`src/sv/two_key_led_animation_controller_macros.svh`:
```
// Assertion macros shared by the LED animation controller.
`ifndef TWO_KEY_LED_ANIMATION_CONTROLLER_MACROS_SVH
`define TWO_KEY_LED_ANIMATION_CONTROLLER_MACROS_SVH

// Same-cycle implication, disabled while reset is asserted.
`define TLAC_ASSERT_IMPL(label, clk, rst_n, ante, cons) \
	label: assert property (@(posedge clk) disable iff (!rst_n) (ante) |-> (cons)) \
		else $error("same-cycle assertion failed");

// Next-cycle implication, disabled while reset is asserted.
`define TLAC_ASSERT_NEXT(label, clk, rst_n, ante, cons) \
	label: assert property (@(posedge clk) disable iff (!rst_n) (ante) |=> (cons)) \
		else $error("next-cycle assertion failed");

`endif

```
`src/sv/tlac_pkg.sv`:
```
// Types, constants and the sine table of the LED animation controller.
`timescale 1ns / 1ps

package tlac_pkg;

	typedef enum logic [1:0] {
		MODE_OFF    = 2'd0,
		MODE_STEADY = 2'd1,
		MODE_BREATH = 2'd2,
		MODE_TAIL   = 2'd3
	} anim_mode_t;

	typedef enum logic [1:0] {
		EV_NONE = 2'd0,
		EV_DOWN = 2'd1,
		EV_UP   = 2'd2
	} key_event_t;

	localparam logic [2:0] REG_LED0_RED   = 3'd0;
	localparam logic [2:0] REG_LED0_GREEN = 3'd1;
	localparam logic [2:0] REG_LED0_BLUE  = 3'd2;
	localparam logic [2:0] REG_LED1_RED   = 3'd3;
	localparam logic [2:0] REG_LED1_GREEN = 3'd4;
	localparam logic [2:0] REG_LED1_BLUE  = 3'd5;

	localparam logic [7:0] RESET_RED   = 8'd1;
	localparam logic [7:0] RESET_GREEN = 8'd135;
	localparam logic [7:0] RESET_BLUE  = 8'd255;

	localparam logic [8:0] DECAY_LOAD   = 9'(64 << 2);
	localparam logic [4:0] STEADY_LEVEL = 5'd8;
	localparam logic [6:0] TAIL_MAX     = 7'd64;
	localparam logic [7:0] TAIL_BASE    = 8'd192;

	typedef struct packed {
		logic [7:0] led0_red;
		logic [7:0] led0_green;
		logic [7:0] led0_blue;
		logic [7:0] led1_red;
		logic [7:0] led1_green;
		logic [7:0] led1_blue;
	} colour_set_t;

	typedef struct packed {
		anim_mode_t mode;
		logic [8:0] decay0;
		logic [8:0] decay1;
		logic       k0_was;
		logic       k1_was;
		logic       km_was;
	} frame_state_t;

	typedef struct packed {
		logic [4:0] led0_brightness;
		logic [7:0] led0_red;
		logic [7:0] led0_green;
		logic [7:0] led0_blue;
		logic [4:0] led1_brightness;
		logic [7:0] led1_red;
		logic [7:0] led1_green;
		logic [7:0] led1_blue;
		key_event_t key0_event;
		key_event_t key1_event;
	} result_t;

	localparam logic [7:0] WAVE [256] = '{
		8'h80, 8'h83, 8'h86, 8'h89, 8'h8C, 8'h90, 8'h93, 8'h96,
		8'h99, 8'h9C, 8'h9F, 8'hA2, 8'hA5, 8'hA8, 8'hAB, 8'hAE,
		8'hB1, 8'hB3, 8'hB6, 8'hB9, 8'hBC, 8'hBF, 8'hC1, 8'hC4,
		8'hC7, 8'hC9, 8'hCC, 8'hCE, 8'hD1, 8'hD3, 8'hD5, 8'hD8,
		8'hDA, 8'hDC, 8'hDE, 8'hE0, 8'hE2, 8'hE4, 8'hE6, 8'hE8,
		8'hEA, 8'hEB, 8'hED, 8'hEF, 8'hF0, 8'hF1, 8'hF3, 8'hF4,
		8'hF5, 8'hF6, 8'hF8, 8'hF9, 8'hFA, 8'hFA, 8'hFB, 8'hFC,
		8'hFD, 8'hFD, 8'hFE, 8'hFE, 8'hFE, 8'hFF, 8'hFF, 8'hFF,
		8'hFF, 8'hFF, 8'hFF, 8'hFF, 8'hFE, 8'hFE, 8'hFE, 8'hFD,
		8'hFD, 8'hFC, 8'hFB, 8'hFA, 8'hFA, 8'hF9, 8'hF8, 8'hF6,
		8'hF5, 8'hF4, 8'hF3, 8'hF1, 8'hF0, 8'hEF, 8'hED, 8'hEB,
		8'hEA, 8'hE8, 8'hE6, 8'hE4, 8'hE2, 8'hE0, 8'hDE, 8'hDC,
		8'hDA, 8'hD8, 8'hD5, 8'hD3, 8'hD1, 8'hCE, 8'hCC, 8'hC9,
		8'hC7, 8'hC4, 8'hC1, 8'hBF, 8'hBC, 8'hB9, 8'hB6, 8'hB3,
		8'hB1, 8'hAE, 8'hAB, 8'hA8, 8'hA5, 8'hA2, 8'h9F, 8'h9C,
		8'h99, 8'h96, 8'h93, 8'h90, 8'h8C, 8'h89, 8'h86, 8'h83,
		8'h80, 8'h7D, 8'h7A, 8'h77, 8'h74, 8'h70, 8'h6D, 8'h6A,
		8'h67, 8'h64, 8'h61, 8'h5E, 8'h5B, 8'h58, 8'h55, 8'h52,
		8'h4F, 8'h4D, 8'h4A, 8'h47, 8'h44, 8'h41, 8'h3F, 8'h3C,
		8'h39, 8'h37, 8'h34, 8'h32, 8'h2F, 8'h2D, 8'h2B, 8'h28,
		8'h26, 8'h24, 8'h22, 8'h20, 8'h1E, 8'h1C, 8'h1A, 8'h18,
		8'h16, 8'h15, 8'h13, 8'h11, 8'h10, 8'h0F, 8'h0D, 8'h0C,
		8'h0B, 8'h0A, 8'h08, 8'h07, 8'h06, 8'h06, 8'h05, 8'h04,
		8'h03, 8'h03, 8'h02, 8'h02, 8'h02, 8'h01, 8'h01, 8'h01,
		8'h01, 8'h01, 8'h01, 8'h01, 8'h02, 8'h02, 8'h02, 8'h03,
		8'h03, 8'h04, 8'h05, 8'h06, 8'h06, 8'h07, 8'h08, 8'h0A,
		8'h0B, 8'h0C, 8'h0D, 8'h0F, 8'h10, 8'h11, 8'h13, 8'h15,
		8'h16, 8'h18, 8'h1A, 8'h1C, 8'h1E, 8'h20, 8'h22, 8'h24,
		8'h26, 8'h28, 8'h2B, 8'h2D, 8'h2F, 8'h32, 8'h34, 8'h37,
		8'h39, 8'h3C, 8'h3F, 8'h41, 8'h44, 8'h47, 8'h4A, 8'h4D,
		8'h4F, 8'h52, 8'h55, 8'h58, 8'h5B, 8'h5E, 8'h61, 8'h64,
		8'h67, 8'h6A, 8'h6D, 8'h70, 8'h74, 8'h77, 8'h7A, 8'h7D
	};

	// Table index of the decaying tail: 128 + (64 - min(count / 4, 64)).
	function automatic logic [7:0] tail_index(input logic [8:0] count);
		logic [6:0] c;
		c = count[8:2];
		if (c > TAIL_MAX) begin
			c = TAIL_MAX;
		end
		return TAIL_BASE - {1'b0, c};
	endfunction

endpackage

```
`src/sv/two_key_led_animation_controller.sv`:
```
// A frame tick's result is loaded into the result register at the edge that accepts the tick.
// Throughput: one tick per cycle while the output is taken; the single result register is refilled as it drains.
// Input is held off only while the result register is full and not being taken.
// Reset (arst_n low, asynchronous): colours return to 1/135/255, mode to steady,
// decay counters and button history to zero, and the result register empties.
`timescale 1ns / 1ps
`include "two_key_led_animation_controller_macros.svh"

module two_key_led_animation_controller (
	input  logic        clk,
	input  logic        arst_n,
	input  logic        cfg_we,
	input  logic [2:0]  cfg_index,
	input  logic [7:0]  cfg_data,
	input  logic        in_valid,
	output logic        in_ready,
	input  logic [15:0] frame_number,
	input  logic        key0_level,
	input  logic        key1_level,
	input  logic        mode_key_level,
	output logic        out_valid,
	input  logic        out_ready,
	output logic [4:0]  led0_brightness,
	output logic [7:0]  led0_out_red,
	output logic [7:0]  led0_out_green,
	output logic [7:0]  led0_out_blue,
	output logic [4:0]  led1_brightness,
	output logic [7:0]  led1_out_red,
	output logic [7:0]  led1_out_green,
	output logic [7:0]  led1_out_blue,
	output logic [1:0]  key0_event,
	output logic [1:0]  key1_event
);
	import tlac_pkg::*;

	colour_set_t  colours;
	result_t      result_d;
	result_t      result_q;
	frame_state_t st;
	logic         accept;
	logic         mode_press;
	logic         leds_dark;
	logic         leds_blank;
	logic         ev_legal;

	assign in_ready = !out_valid || out_ready;
	assign accept   = in_valid && in_ready;

	tlac_cfg_regs u_cfg (
		.clk       (clk),
		.arst_n    (arst_n),
		.cfg_we    (cfg_we),
		.cfg_index (cfg_index),
		.cfg_data  (cfg_data),
		.colours   (colours)
	);

	tlac_frame_logic u_frame (
		.clk            (clk),
		.arst_n         (arst_n),
		.accept         (accept),
		.frame_number   (frame_number),
		.key0_level     (key0_level),
		.key1_level     (key1_level),
		.mode_key_level (mode_key_level),
		.colours        (colours),
		.result         (result_d),
		.state          (st)
	);

	tlac_out_stage u_out (
		.clk       (clk),
		.arst_n    (arst_n),
		.load      (accept),
		.d         (result_d),
		.out_ready (out_ready),
		.out_valid (out_valid),
		.q         (result_q)
	);

	assign led0_brightness = result_q.led0_brightness;
	assign led0_out_red    = result_q.led0_red;
	assign led0_out_green  = result_q.led0_green;
	assign led0_out_blue   = result_q.led0_blue;
	assign led1_brightness = result_q.led1_brightness;
	assign led1_out_red    = result_q.led1_red;
	assign led1_out_green  = result_q.led1_green;
	assign led1_out_blue   = result_q.led1_blue;
	assign key0_event      = result_q.key0_event;
	assign key1_event      = result_q.key1_event;

	assign mode_press = accept && !mode_key_level && !st.km_was;
	assign leds_dark  = led0_brightness == 5'd0 && led1_brightness == 5'd0;
	assign leds_blank = leds_dark && led0_out_red == 8'd0 && led1_out_blue == 8'd0;
	assign ev_legal   = key0_event <= EV_UP && key1_event <= EV_UP;

	`TLAC_ASSERT_IMPL(a_stall_blocks_input, clk, arst_n, out_valid && !out_ready, !in_ready)
	`TLAC_ASSERT_NEXT(a_mode_press_blanks, clk, arst_n, mode_press, out_valid && leds_blank)
	`TLAC_ASSERT_NEXT(a_off_mode_dark, clk, arst_n, accept && st.mode == MODE_OFF, leds_dark)
	`TLAC_ASSERT_IMPL(a_event_code_legal, clk, arst_n, out_valid, ev_legal)

endmodule

```
`src/sv/tlac_cfg_regs.sv`:
```
// Colour configuration registers of both LEDs.
`timescale 1ns / 1ps

module tlac_cfg_regs (
	input  logic                  clk,
	input  logic                  arst_n,
	input  logic                  cfg_we,
	input  logic [2:0]            cfg_index,
	input  logic [7:0]            cfg_data,
	output tlac_pkg::colour_set_t colours
);
	import tlac_pkg::*;

	colour_set_t colours_q;

	always_ff @(posedge clk or negedge arst_n) begin
		if (!arst_n) begin
			colours_q.led0_red   <= RESET_RED;
			colours_q.led0_green <= RESET_GREEN;
			colours_q.led0_blue  <= RESET_BLUE;
			colours_q.led1_red   <= RESET_RED;
			colours_q.led1_green <= RESET_GREEN;
			colours_q.led1_blue  <= RESET_BLUE;
		end else if (cfg_we) begin
			// Indexes past the last register are dropped.
			case (cfg_index)
				REG_LED0_RED:   colours_q.led0_red   <= cfg_data;
				REG_LED0_GREEN: colours_q.led0_green <= cfg_data;
				REG_LED0_BLUE:  colours_q.led0_blue  <= cfg_data;
				REG_LED1_RED:   colours_q.led1_red   <= cfg_data;
				REG_LED1_GREEN: colours_q.led1_green <= cfg_data;
				REG_LED1_BLUE:  colours_q.led1_blue  <= cfg_data;
				default: ;
			endcase
		end
	end

	assign colours = colours_q;

endmodule

```
`src/sv/tlac_frame_logic.sv`:
```
// Per-tick animation state and the result logic for one frame tick.
`timescale 1ns / 1ps

module tlac_frame_logic (
	input  logic                   clk,
	input  logic                   arst_n,
	input  logic                   accept,
	input  logic [15:0]            frame_number,
	input  logic                   key0_level,
	input  logic                   key1_level,
	input  logic                   mode_key_level,
	input  tlac_pkg::colour_set_t  colours,
	output tlac_pkg::result_t      result,
	output tlac_pkg::frame_state_t state
);
	import tlac_pkg::*;

	frame_state_t state_q;
	frame_state_t state_d;
	logic         k0_pressed;
	logic         k1_pressed;
	logic         km_pressed;
	logic [8:0]   dec0;
	logic [8:0]   dec1;
	logic [4:0]   bright0;
	logic [4:0]   bright1;
	logic         lit;
	key_event_t   ev0;
	key_event_t   ev1;

	assign k0_pressed = ~key0_level;
	assign k1_pressed = ~key1_level;
	assign km_pressed = ~mode_key_level;
	assign dec0 = (state_q.decay0 != 9'd0) ? state_q.decay0 - 9'd1 : 9'd0;
	assign dec1 = (state_q.decay1 != 9'd0) ? state_q.decay1 - 9'd1 : 9'd0;

	always_comb begin
		state_d = state_q;
		bright0 = 5'd0;
		bright1 = 5'd0;
		lit     = 1'b1;
		ev0     = EV_NONE;
		ev1     = EV_NONE;

		case (state_q.mode)
			MODE_OFF: begin
				lit = 1'b0;
			end
			MODE_STEADY: begin
				bright0 = STEADY_LEVEL;
				bright1 = STEADY_LEVEL;
			end
			MODE_BREATH: begin
				bright0 = WAVE[frame_number[10:3]][7:3];
				bright1 = bright0;
			end
			MODE_TAIL: begin
				// The counters step down before they index the tail.
				state_d.decay0 = dec0;
				state_d.decay1 = dec1;
				bright0 = WAVE[tail_index(dec0)][7:3];
				bright1 = WAVE[tail_index(dec1)][7:3];
			end
			default: begin
				lit = 1'b0;
			end
		endcase

		if (k0_pressed != state_q.k0_was) begin
			state_d.k0_was = k0_pressed;
			if (k0_pressed) begin
				ev0 = EV_DOWN;
				state_d.decay0 = DECAY_LOAD;
			end else begin
				ev0 = EV_UP;
			end
		end

		if (k1_pressed != state_q.k1_was) begin
			state_d.k1_was = k1_pressed;
			if (k1_pressed) begin
				ev1 = EV_DOWN;
				state_d.decay1 = DECAY_LOAD;
			end else begin
				ev1 = EV_UP;
			end
		end

		// A mode-key press advances the mode and blanks this tick.
		if (km_pressed != state_q.km_was) begin
			state_d.km_was = km_pressed;
			if (km_pressed) begin
				state_d.mode = anim_mode_t'(state_q.mode + 2'd1);
				lit = 1'b0;
			end
		end

		result.led0_brightness = lit ? bright0 : 5'd0;
		result.led1_brightness = lit ? bright1 : 5'd0;
		result.led0_red        = lit ? colours.led0_red   : 8'd0;
		result.led0_green      = lit ? colours.led0_green : 8'd0;
		result.led0_blue       = lit ? colours.led0_blue  : 8'd0;
		result.led1_red        = lit ? colours.led1_red   : 8'd0;
		result.led1_green      = lit ? colours.led1_green : 8'd0;
		result.led1_blue       = lit ? colours.led1_blue  : 8'd0;
		result.key0_event      = ev0;
		result.key1_event      = ev1;
	end

	always_ff @(posedge clk or negedge arst_n) begin
		if (!arst_n) begin
			state_q.mode   <= MODE_STEADY;
			state_q.decay0 <= 9'd0;
			state_q.decay1 <= 9'd0;
			state_q.k0_was <= 1'b0;
			state_q.k1_was <= 1'b0;
			state_q.km_was <= 1'b0;
		end else if (accept) begin
			state_q <= state_d;
		end
	end

	assign state = state_q;

endmodule

```
`src/sv/tlac_out_stage.sv`:
```
// Result register that holds one finished item until it is taken.
`timescale 1ns / 1ps

module tlac_out_stage (
	input  logic              clk,
	input  logic              arst_n,
	input  logic              load,
	input  tlac_pkg::result_t d,
	input  logic              out_ready,
	output logic              out_valid,
	output tlac_pkg::result_t q
);
	import tlac_pkg::*;

	logic    valid_q;
	result_t data_q;

	always_ff @(posedge clk or negedge arst_n) begin
		if (!arst_n) begin
			valid_q <= 1'b0;
		end else if (load) begin
			valid_q <= 1'b1;
		end else if (out_ready) begin
			valid_q <= 1'b0;
		end
	end

	always_ff @(posedge clk) begin
		if (load) begin
			data_q <= d;
		end
	end

	assign out_valid = valid_q;
	assign q         = data_q;

endmodule
```
`config.mk`:
```
export PLATFORM = sky130hd
export DESIGN_NAME = two_key_led_animation_controller
export DESIGN_NICKNAME = d
export VERILOG_FILES = /design/src/sv/tlac_pkg.sv /design/src/sv/two_key_led_animation_controller.sv /design/src/sv/tlac_cfg_regs.sv /design/src/sv/tlac_frame_logic.sv /design/src/sv/tlac_out_stage.sv
export VERILOG_INCLUDE_DIRS = /design/src /design/src/sv
export SDC_FILE = /design/constraint.sdc
export NUM_CORES = 1
export LEC_CHECK = 0
export ABC_AREA = 1
export BUFFER_PORTS_ARGS = -buffer_cell sky130_fd_sc_hd__buf_4
export CAP_MARGIN = 30
export CORE_MARGIN = 8
export CORE_UTILIZATION = 45
export CTS_BUF_LIST = sky130_fd_sc_hd__clkbuf_8
export DETAILED_ROUTE_END_ITERATION = 8
export PLACE_DENSITY = 0.68
export REMOVE_ABC_BUFFERS = 1
export SKIP_CTS_REPAIR_TIMING = 1
export SYNTH_ARGS = -nofsm -noshare
export SYNTH_HDL_FRONTEND = slang
export SYNTH_SLANG_ARGS = --single-unit
```
`constraint.sdc`:
```
create_clock -name clk -period 3.19 [get_ports clk]
set_input_delay 0.638 -clock clk [delete_from_list [all_inputs] [get_ports clk]]
set_output_delay 0.638 -clock clk [all_outputs]
set_load 0.01 [all_outputs]
```
# Word-level counts from Yosys, hierarchy flattened
# Memories as Yosys holds them, arrays and structs flattened.
# Index checks and enable logic that the tools add are counted.
# word_totals
regBits,134
output_inout_bits,64
wordCells,97
mem_count,3
rom_bits,6144
# mem_list
name,words,width,read_ports,rd_ports_with_merged_regs,write_ports,line_no,source
(no name shown),256,8,1,0,0,tlac_frame_logic.sv:62,bright1 = WAVE[tail_index(dec1)][7:3];
(no name shown),256,8,1,0,0,tlac_frame_logic.sv:61,bright0 = WAVE[tail_index(dec0)][7:3];
(no name shown),256,8,1,0,0,tlac_frame_logic.sv:54,bright0 = WAVE[frame_number[10:3]][7:3];
# op_classes
n_lt_le_gt_ge,5
add_sub_neg,5
n_mux,26
eq_ne,11
bitwise_logic,6
reduce_logical,18
# ops
cell,count
$mux W9,6
$mux W8,6
$pmux W5 S3,2
$mux W7,4
$ge A9 B9 Y1 const B,3
$not A8 Y9,3
$mux W18,1
$reduce_and A2 Y1,9
$reduce_bool A9 Y1,2
$sub A9 B1 Y9 const B,2
$sub A8 B7 Y8 const A,2
$gt A7 B7 Y1 const B,2
$eq A3 B2 Y1 const B,2
$eq A3 B3 Y1 const B,2
$mux W1,5
$eq A2 B2 Y1 const B,2
$mux W2,2
$eq A3 B1 Y1 const B,1
$logic_not A3 Y1,1
$ne A1 B1 Y1,3
$not A1 Y1,3
$reduce_and A3 Y1,1
$add A2 B1 Y2 const B,1
$eq A2 B1 Y1 const B,1
5 further kinds,5

# Depth between registers and ports, before layout
# depth
ltp_word,11
ltp_mapped,26
ltp_nobuf,26

# By module
# A second synthesis with hierarchy kept.
# hier_totals
cells_unflattened,1044
area_unflattened_um2,8124.0
# by_module_without_submodules
mod,area_each_um2,cells_each,n_inst
tlac_frame_logic,4232.8,756,1
tlac_cfg_regs,1969.4,217,1
tlac_out_stage,1901.8,67,1
two_key_led_animation_controller,20.0,4,1

# Worst setup path before layout
# No wires, ideal clock.
# synth_timing
path_type,reg2reg
from,"reg u_frame.state_q, in the netlist u_frame.state[3]"
to,"reg u_out.data_q, in the netlist u_out.q[29] (data pin)"
period_less_slack_ns,3.358
stages_incl_launch_ff,25
arrival_time_ns,3.090
setup_slack_ns,-0.168
setup_time_ns,0.268
t_required_ns,2.922
cell_sequence,dfrtp_1 -> inv_1 -> ha_1 -> xnor2_1 -> o21bai_2 -> nand2_1 -> nor2_2 -> nand2_2 -> nand2_4 -> nand2_1 -> ha_1 -> inv_1 -> ha_1 -> inv_1 -> ha_1 -> inv_1 -> nand2_1 -> o21ai_0 -> nand2_1 -> nand2_1 -> nand2_1 -> nand2_1 -> nand2_1 -> nand3_1 -> a21oi_1
# synth_via
elab_chain_len,11
# synth_lines
item,line_no,source
"start, declared",tlac_frame_logic.sv:18,frame_state_t state_q;
"start signal, assigned",tlac_frame_logic.sv:119,state_q <= state_d;
$sub A9 B1 Y9 or $reduce_bool A9 Y1 (tied branches),tlac_frame_logic.sv:35,assign dec1 = (state_q.decay1 != 9'd0) ? state_q.decay1 - 9'd1 : 9'd0;
$mux W9 (*),tlac_frame_logic.sv:35,
$gt A7 B7 Y1,tlac_pkg.sv:105,if (c > TAIL_MAX) begin
$mux W7 (*),tlac_pkg.sv:105,
$mux W7 (*),tlac_frame_logic.sv:45,case (state_q.mode)
$sub A8 B7 Y8 (*),tlac_pkg.sv:108,"return TAIL_BASE - {1'b0, c};"
$not A8 Y9 (not written as such) (*),tlac_frame_logic.sv:62,
$mem_v2 Z256 W8 (*),--,
$mux W8 (not written as such) (*) (2 in series),tlac_frame_logic.sv:62,
$pmux W5 S3 (*),tlac_frame_logic.sv:45,
"end signal, assigned",tlac_out_stage.sv:30,data_q <= d;
"end, declared",tlac_out_stage.sv:16,result_t data_q;
# Mark *: on every way between the ends. The rest lies on a longest branch, timed or not. The select of a mux whose other input is x is not followed.
# A chain may end at the register's enable or synchronous reset.

# Worst setup path after layout
# layout_timing
from,"reg u_frame.state_q, in the netlist u_frame.state[3]"
to,"reg u_out.data_q, in the netlist u_out.q[28] (data pin)"
# The elaborated chain is that of the path after synthesis.

==> impl_results.md <==
- Status: complete, no violations
- Die ar.: 22400 µm²
- RSZ-0062 raised after global routing: true
- RePlAce Congestion: 0.887
- Die Y: 150 µm
- Final worst setup slack: 0.162 ns
- DRT antenna net count: 0
- Starting Density: 0.453
- Worst hold start: mode_key_level
- Initial DRC count: 369
- Largest vdd supply drop: 0.865 mV
- CORE AREA: 17700 µm²
- Overflow after GRT: 0
- Post-synth EDFFs: 62
- Initial antenna violation count: 0
- CTS Buffer Depth: 2
- R2r setup slk: 0.16 ns
- Worst EP arrival: 3.33 ns
- Final core occ: 0.552
- Setup crit end kind: flop
- Post-synthesis sequential area ratio: 0.460
- Hold depth: 2
- Drt wl/cell: 14.3 µm
- Num rows: 49
- Vias per inst: 5.04
- CTS tree: yes
- Worst-margin pin slew: 0.714 ns
- Yosys cell types: 51
- Final instance area: 9780 µm²
- Htree depth: 4
- I/O Pins: 99
- Static Leak: 0.00466 µW
- First-pass GRT wire length: 32600 µm
- TritonCTS Buffers: 17
- Most frequent cells in the layout: nand2_1, inv_1, buf_4, nor2_1, o21ai_0
- MaxCap Viol Count: 0
- CP Class: flop to flop
- Slew headroom: 0.523
- Global Route Usage Sum: 0.180
- Worst slack, placed: -0.119 ns
- Critical Path RT: 3.50 ns
- Gate Count Post-Synth: 1005
- # nets final: 1196
- Post-detail-place hpwl: 14400 µm
- Root buffer cell: clkbuf_8
- Hold Path Sink: u_frame.state[0]
- Worst Clk Skew: 0.0153 ns
- Clock Pin Slew Worst Setup and Hold Paths: 0.09 ns
- Final Hold Fails: 0
- Min-Delay Path Class: input pin to flop
- Syn Area/Cell: 7.99 µm²
- YS warnings: 0
- Diodes inserted: 0
- Router iterations before antenna repair: 5
- Mapped cell area: 8030 µm²
- Port bufs: 90
- Crit path launch type: flop
- DRC viols: 0
- Synthesis-to-layout area growth: 21.8%
- Pwr dens: 1240 nW/µm²
- Share of cells above drive strength 1: 0.254
- Largest net degree at the start of global routing: 73
- Area after DPL: 9190 µm²
- Ys async rst share: 0.537
- Total wire length: 19700 µm
- Reg2reg end: u_out.q[28]
- Crit path time final: 3.03 ns
- Top_reg_cell synth: edfxtp_1
- Worst r2r path cells: 21
- Clock Sinks: 134
- Via count of the first global-routing pass: 6589
- Clk_lat worst skew: 0.45 ns
- Worst r2r src: u_frame.state[3]
- Final setup fails: 0
- Fmax achieved: 330 MHz
- Die width: 150 µm
- Seq cells post-synth: 134
- Max Slew Vio Count: 0
- Fin crit share: 0.949
- Routed vias: 6924
- Largest fanout on the critical path: 6
- Commonest non-fill, non-tap cell in the layout: nand2_1
==> worst max-delay path by stage <==
stage	startpoint	to	slack (ns)	depth (start not counted)
global route	u_frame.state[3]	u_out.q[29]	-0.07	24
finish	u_frame.state[3]	u_out.q[28]	0.16	21
CTS	u_frame.state[3]	u_out.q[31]	-0.15	24
global placement	u_frame.state[3]	u_out.q[29]	-0.06	26
floorplan	u_frame.state[3]	u_out.q[31]	-0.18	24
detailed placement	u_frame.state[3]	u_out.q[31]	-0.12	24
==> cell usage after synthesis, drive strengths merged, types with 3 or more instances <==
cell type | count | area (µm²)
nand3 | 87 | 498
a21oi | 32 | 175
o311ai | 3 | 26.3
edfxtp | 62 | 1860
dfrtp | 45 | 1130
xor2 | 3 | 33.8
nor2 | 140 | 592
dfstp | 27 | 709
nand3b | 3 | 22.5
nor3 | 5 | 25.0
o211ai | 8 | 60.1
o21ai | 95 | 479
nand2 | 244 | 1040
clkinv | 6 | 22.5
o21a | 3 | 22.5
or2 | 5 | 33.8
clkbuf | 16 | 60.1
o32ai | 4 | 35.0
nand4 | 13 | 96.3
a31oi | 3 | 25.0
ha | 29 | 363
inv | 150 | 568
o22ai | 5 | 31.3
buf | 7 | 32.5
==> layer usage <==
metal,part of all wire,GRT usage
met5,0,0
met4,0.016,0.0575
met3,0.058,0.0381
met2,0.46,0.281
met1,0.46,0.244
==> registers in the layout, summed over array words and instances, names as in the netlist <==
name,count
u_out.q,62
u_cfg.colours,48
u_frame.state,23
u_out.out_valid,1
==> layout make-up <==
| type | instances | area (µm²) |
|---|---|---|
| multi-input combinational | 692 | 3790 |
| inverter | 156 | 593 |
| clock buffer | 17 | 234 |
| sequential | 134 | 3700 |
| clock inverter | 15 | 163 |
| tap | 229 | 287 |
| timing repair buffer | 131 | 1020 |
| fill | 1623 | 7940 |
==> kinds of logic after synthesis <==
| logic type | count (synthesis) | share of synthesized area |
|---|---|---|
| xor+xnor | 4 | 0.00530 |
| fa+ha+maj | 29 | 0.0452 |
| buf+inv | 179 | 0.0851 |
| compound gates | 162 | 0.116 |
| flops | 134 | 0.460 |
| simple gates | 497 | 0.288 |
==> worst max-delay path, cell delays in order, from the launching register on <==
cell     delay, ns
dfrtp_1       0.40
inv_2         0.09
ha_4          0.14
inv_2         0.04
nor2_4        0.13
nand4_4       0.18
buf_6         0.19
nand3_2       0.07
inv_2         0.06
nor2_1        0.12
inv_1         0.09
ha_4          0.17
inv_2         0.07
ha_4          0.22
or2_2         0.33
nand2_2       0.09
nand2_1       0.05
nand3_1       0.09
nand3_1       0.08
nand3_1       0.08
nand3_1       0.09
a21oi_2       0.12
==> power by group <==
group | internal [µW] | switching [µW]
clock | 652 | 777
sequential | 2300 | 222
combinational | 3130 | 5060
==> through the flow <==
stage          setup TNS (ns)  hold slack [ns]  cells  power [µW]
3_5_place_dp           -0.347            0.473   1338       10300
3_3_place_gp          -0.0685            0.466   1338       10200
6_report                    0            0.411   1374       12100
5_1_grt                -0.158            0.386   1374       13400
4_1_cts                -0.421            0.337   1370       11800
2_1_floorplan          -0.676            0.342    982        8140
Note: power is estimated with default switching activity, not from simulation.
